<file path="src/rtl/bsf_pkg.sv">
// Shared types and constants of the bilinear sample fetch block.
package bsf_pkg;

    localparam int DEF_MAX_WIDTH  = 256;
    localparam int DEF_MAX_HEIGHT = 256;
    localparam int DEF_FRAC_BITS  = 8;

    localparam int SAMPLE_W  = 16;
    localparam int COORD_W   = 16;
    localparam int PIX_W     = 8;
    localparam int CFG_W     = 9;
    localparam int CFG_IDX_W = 1;
    // Integer part of a coordinate plus headroom for the +1 neighbor.
    localparam int POS_W     = COORD_W + 1;

    localparam logic [CFG_W-1:0] DIM_RESET = 9'd256;

    localparam logic CMD_WRITE = 1'b0;
    localparam logic CMD_QUERY = 1'b1;

    localparam logic [CFG_IDX_W-1:0] CFG_IMAGE_WIDTH  = 1'b0;
    localparam logic [CFG_IDX_W-1:0] CFG_IMAGE_HEIGHT = 1'b1;

    typedef struct packed {
        logic clr;    // clear the accumulator
        logic mul_x;  // product <= sample * x weight
        logic mul_y;  // product <= product * y weight
        logic add;    // accumulator += product
    } t_mac_ctl;

endpackage

</file>
<file path="src/rtl/bsf_mac.sv">
// Shared multiplier with product register and blend accumulator.
module bsf_mac #(
    parameter int FRAC_BITS = bsf_pkg::DEF_FRAC_BITS
) (
    input  logic                          i_clk,
    input  bsf_pkg::t_mac_ctl             i_ctl,
    input  logic [bsf_pkg::SAMPLE_W-1:0]  i_sample,
    input  logic [FRAC_BITS:0]            i_weight,
    output logic [bsf_pkg::SAMPLE_W-1:0]  o_result
);
    import bsf_pkg::*;

    localparam int OPA_W  = SAMPLE_W + FRAC_BITS;
    localparam int PROD_W = SAMPLE_W + 2 * FRAC_BITS;
    localparam int FULL_W = OPA_W + FRAC_BITS + 1;

    logic [PROD_W-1:0] r_prod;
    logic [PROD_W-1:0] r_acc;
    logic [OPA_W-1:0]  opa;
    logic [FULL_W-1:0] full;

    // First pass takes the sample, second pass the partial product.
    assign opa  = i_ctl.mul_x ? OPA_W'(i_sample) : r_prod[OPA_W-1:0];
    assign full = FULL_W'(opa) * FULL_W'(i_weight);

    always_ff @(posedge i_clk) begin
        if (i_ctl.mul_x || i_ctl.mul_y) begin
            r_prod <= full[PROD_W-1:0];
        end
        if (i_ctl.clr) begin
            r_acc <= '0;
        end else if (i_ctl.add) begin
            r_acc <= r_acc + r_prod;
        end
    end

    // Weights sum to 2^(2*FRAC_BITS): drop the fraction.
    assign o_result = r_acc[2*FRAC_BITS +: SAMPLE_W];

endmodule

</file>
<file path="config.mk">
export PLATFORM = sky130hd
export DESIGN_NAME = bsf_mac
export DESIGN_NICKNAME = d
export VERILOG_FILES = /design/src/rtl/bsf_pkg.sv /design/src/rtl/bsf_mac.sv
export SDC_FILE = /design/constraint.sdc
export NUM_CORES = 1
export LEC_CHECK = 0
export BUFFER_PORTS_ARGS = -buffer_cell sky130_fd_sc_hd__buf_4
export CORE_MARGIN = 2
export CORE_UTILIZATION = 45
export CTS_BUF_LIST = sky130_fd_sc_hd__clkbuf_4 sky130_fd_sc_hd__clkbuf_8
export DETAILED_ROUTE_END_ITERATION = 10
export PLACE_DENSITY = 0.6
export SLEW_MARGIN = 0
export SYNTH_ARGS = -nofsm -noshare
export SYNTH_HDL_FRONTEND = slang
export SYNTH_SLANG_ARGS = --single-unit
export TNS_END_PERCENT = 1
</file>
<file path="constraint.sdc">
create_clock -name i_clk -period 6.3 [get_ports i_clk]
set_input_delay 0 -clock i_clk [delete_from_list [all_inputs] [get_ports i_clk]]
set_output_delay 0 -clock i_clk [all_outputs]
set_load 0.01 [all_outputs]
</file>
# Word-level counts from Yosys, hierarchy flattened
# Cells that the tools add are included.
word_totals:
  out_inout_bits: 16
  input_bits: 30
  regBits: 64
  wordCells: 6
classes:
  mux: 1
  mul: 1
  reduce_logical: 1
  addsub: 1
ops:
  columns: ["op", "n"]
  rows:
  - ["$add A32 B32 Y32", 1]
  - ["$mul A24 B9 Y32", 1]
  - ["$mux W24", 1]
  - ["$logic_or A1 B1 Y1", 1]

# Logic depth before layout (Yosys ltp)
logic_depth:
  ltp_word: 2
  ltp_mapped: 23

# Least setup slack after synthesis
# Ideal clock, no wire load.
synth_timing:
  kind: "input port to flip-flop"
  startpoint: "input port i_ctl[2] (netlist bit)"
  endpoint: "register r_prod[29], data pin"
  t_arrival_ns: 4.829
  stages: 18
  setup_slack_ns: 1.205
  t_required_ns: 6.035
  setup_ns: 0.265
  path_cell_list: "clkbuf_1 mux2_2 and2_1 fa_1 fa_1 fa_1 inv_1 fa_1 inv_1 ha_1 a21o_1 a21o_1 a21o_1 a221o_1 a31oi_2 o21ai_1 nor4b_1 or3_1"
synth_via:
  elab_chain_len: 2
synth_rtl:
  columns: ["element", "line", "rtl"]
  rows:
  - ["from (decl)", "bsf_mac.sv:6", "input bsf_pkg::t_mac_ctl i_ctl,"]
  - ["$mux W24", "bsf_mac.sv:23", "assign opa = i_ctl.mul_x ? OPA_W'(i_sample) : r_prod[OPA_W-1:0];"]
  - ["$mul A24 B9 Y32", "bsf_mac.sv:24", "assign full = FULL_W'(opa) * FULL_W'(i_weight);"]
  - ["net full[29]", "bsf_mac.sv:20", "logic [FULL_W-1:0] full;"]
  - ["to (signal assigned)", "bsf_mac.sv:28", "r_prod <= full[PROD_W-1:0];"]
  - ["to (decl)", "bsf_mac.sv:17", "logic [PROD_W-1:0] r_prod;"]
# The timed path passes the listed nets, and every way through them passes these cells.
# A chain may end at the register's enable or synchronous reset.

# Worst setup path after layout
layout_timing:
  startpoint: "register r_prod[1]"
  endpoint: "register r_prod[28], data pin"
layout_via:
  elab_chain_len: 2
layout_rtl:
  columns: ["element", "line"]
  rows:
  - ["$mux W24", "bsf_mac.sv:23"]
  - ["$mul A24 B9 Y32", "bsf_mac.sv:24"]
  - ["net full[28]", "bsf_mac.sv:20"]
# The timed path passes the listed nets, and every way through them passes these cells.

==> metrics.txt <==
Slew Limit Fails=0; critical path's top delay family=adder cells; Synth Area in Compound Gates=10.4%; routed via count=7,960; Initial Util=45.9%; total wire length=24,300 µm; PortBufs=45; part of the cycle the worst path needs=86.9%; Bufs and invs on worst path=1; Syn Inst Count=1,219; vias in the first global route=8,259; sequential area share after synthesis=about 15%; GP Congestion=0.850; Die Wd=159 µm; Antenna Nets Post-Route=0; Synth Cell Area=0.0108 mm²; crit-path max cell delay=0.53 ns; CTS Buffer Depth=2; Post-DP HPWL=19,400 µm; final setup vio count=0; status=finished clean; Filler cells=about 2.3k; Root Buffer=clkbuf_8; crit-path max FO=9; CORE AREA=0.0235 mm²; flops & latches, synth=64; 1st-iter DRT viols=488; initial antenna violation count=0; cells along the critical path=inv_1, o21ai_1, and2_1, fa_1, fa_1, fa_1, fa_1, ha_1, a21o_1, a21oi_1, nand2b_1, a31oi_1, o31ai_1, nand4_1, a31oi_1, o21ai_0, xor2_1; CP Data Required Time=6.41 ns; Max-slew headroom=49.1%; Most common cell on crit path=fa_1; CTS Buf Count=9; CP Data Arrival Time=5.58 ns; Synth cell types=61; Top FF cell, synth=edfxtp_1; Area Overhead vs Synth=6.41%; RSZ-0062 raised after global routing=false; maxcap violations=0; wire per inst=15.7 µm; DRC=0; Synth Area per Inst=just under 9 µm²; # rows=56; die area=between 0.02 and 0.03 mm²; largest family of logic cells by synthesized area=adder cells; hold buffers post-CTS=0; post-route insts no fill=1,548; H-tree depth=3; Final Util=between 40% and 50%; Slew @ Worst Pin=0.763 ns; Worst Hold Slack=0.0748 ns; TritonCTS Sinks=64; CP Launch Type=flop; Synth Area in Adders=between 30% and 40%; io pins=46; PostCTS Resize Cnt=0; ANT cells=0; Post-synth ARST share=0%; grt ovf=0; global-route wire length before repair=41,800 µm; placed instance count=1,532; achievable frequency=about 0.18 GHz; Hold Vio Cnt, Final=0; Setup Skew=0.0109 ns; Crit-path slowest cell=fa_1; mux contribution to synthesized area=about 3.5%; setup TNS=0 ns; first-pass detailed-route iteration total=4; Post-CTS Setup Inserts=0; Post-Synth XOR/XNOR Area=under 10%; Multi-input gate area=0.00811 mm²; Ys Warns=0; Register Area=0.00160 mm²; critical path class=reg -> reg; Clock transition at path regs=0.08 ns; via/cell ratio=5.14; Hold Crit Class=in -> reg; Clock Latency Late Sink=0.36 ns; share of layout cells above drive strength 1=roughly 8.4%; Die H=~160 µm; Post-synth EDFFs=32; CP endpoint kind=flop; Syn Nets=1,486; min Tclk post-route=around 5.5 ns; GRT Total Usage=20.4%; CTS tree=yes; Final #Nets=1,491; pin count of the biggest net entering global routing=49; simple logic cell fraction of the synthesized area=between 10% and 20%
-- per-stage QoR --
step | area, µm² | setup slack (ns)
floorplan | 10800 | 1.21
global placement | 11300 | 0.881
detailed placement | 11300 | 0.809
CTS | 11500 | 0.824
global route | 11500 | 0.517
finish | 11500 | 0.826
-- placed cells by master, fill, tap and decap left out, types with 15 or more instances in the layout --
cell and n:
buf_4 54, ha_1 82, nand2_1 147, nor2_1 52
xnor2_1 34, a21oi_1 45, inv_1 206, o21ai_0 27
dfxtp_1 32, mux2i_1 22, and2_1 104, nand2b_1 15
a21o_1 24, edfxtp_1 32, nor2b_1 23, fa_1 155
-- registers in the layout (all words and copies together), names as in the netlist --
register and cells:
r_acc 32, r_prod 32
-- area by class of cell --
type | instances | share of cell area, %
Clock buffer | 9 | 1.08
Clock inverter | 7 | 0.415
Tap cell | 319 | 3.48
Sequential cell | 64 | 14.0
Multi-Input combinational cell | 889 | 70.8
Inverter | 206 | 6.75
Timing Repair Buffer | 54 | 3.54
-- metal layers --
| metal | vias to the layer above | wire length, µm | GRT usage (%) |
|---|---|---|---|
| met3 | 26 | 903 | 2.72 |
| met5 | - | 0 | 0 |
| met2 | 136 | 10800 | 32.5 |
| met1 | 3908 | 12200 | 29.4 |
| met4 | 0 | 391 | 4.75 |
| li1 | 3890 | - | - |
-- path summary, 6_finish.rpt --
check                              from                endpoint  slack (ns)  depth (start not counted)
hold / removal                 i_ctl[3]  r_acc[21]$_SDFFE_PP0P_        0.07                          2
setup reg to reg    r_prod[1]$_DFFE_PP_    r_prod[28]$_DFFE_PP_        0.83                         17
setup / recovery    r_prod[1]$_DFFE_PP_    r_prod[28]$_DFFE_PP_        0.83                         17
hold reg to reg   r_acc[6]$_SDFFE_PP0P_   r_acc[6]$_SDFFE_PP0P_        0.50                          2
-- kinds of logic (layout without fill, tap and decap cells) --
group,after synthesis,in the layout
mux,36,36
simple gates,406,406
fa+ha+maj,237,237
compound gates,162,162
buf+inv,266,276
xor+xnor,48,48
flops,64,64
-- cell usage after synthesis, drive strengths merged (6+ instances only) --
master / number / area, µm²
edfxtp: 32 / 961
a21oi: 49 / 260
o21ai: 31 / 155
nand3: 10 / 55.1
nand2: 148 / 558
nand4: 9 / 56.3
mux2i: 22 / 220
nand2b: 15 / 93.8
clkbuf: 42 / 158
o21bai: 9 / 67.6
dfxtp: 32 / 641
fa: 155 / 3100
and2: 104 / 651
nor2: 53 / 201
and3: 8 / 50.1
buf: 18 / 128
inv: 206 / 773
xor2: 14 / 123
mux2: 14 / 158
o21a: 6 / 45.0
a21o: 24 / 180
nor2b: 23 / 144
xnor2: 34 / 298
o22ai: 8 / 50.1
ha: 82 / 1030
a31oi: 7 / 50.1
nor3: 12 / 60.1
Power is not shown: default switching activity piles up to over one toggle a cycle in this logic, so the estimate is an artifact.
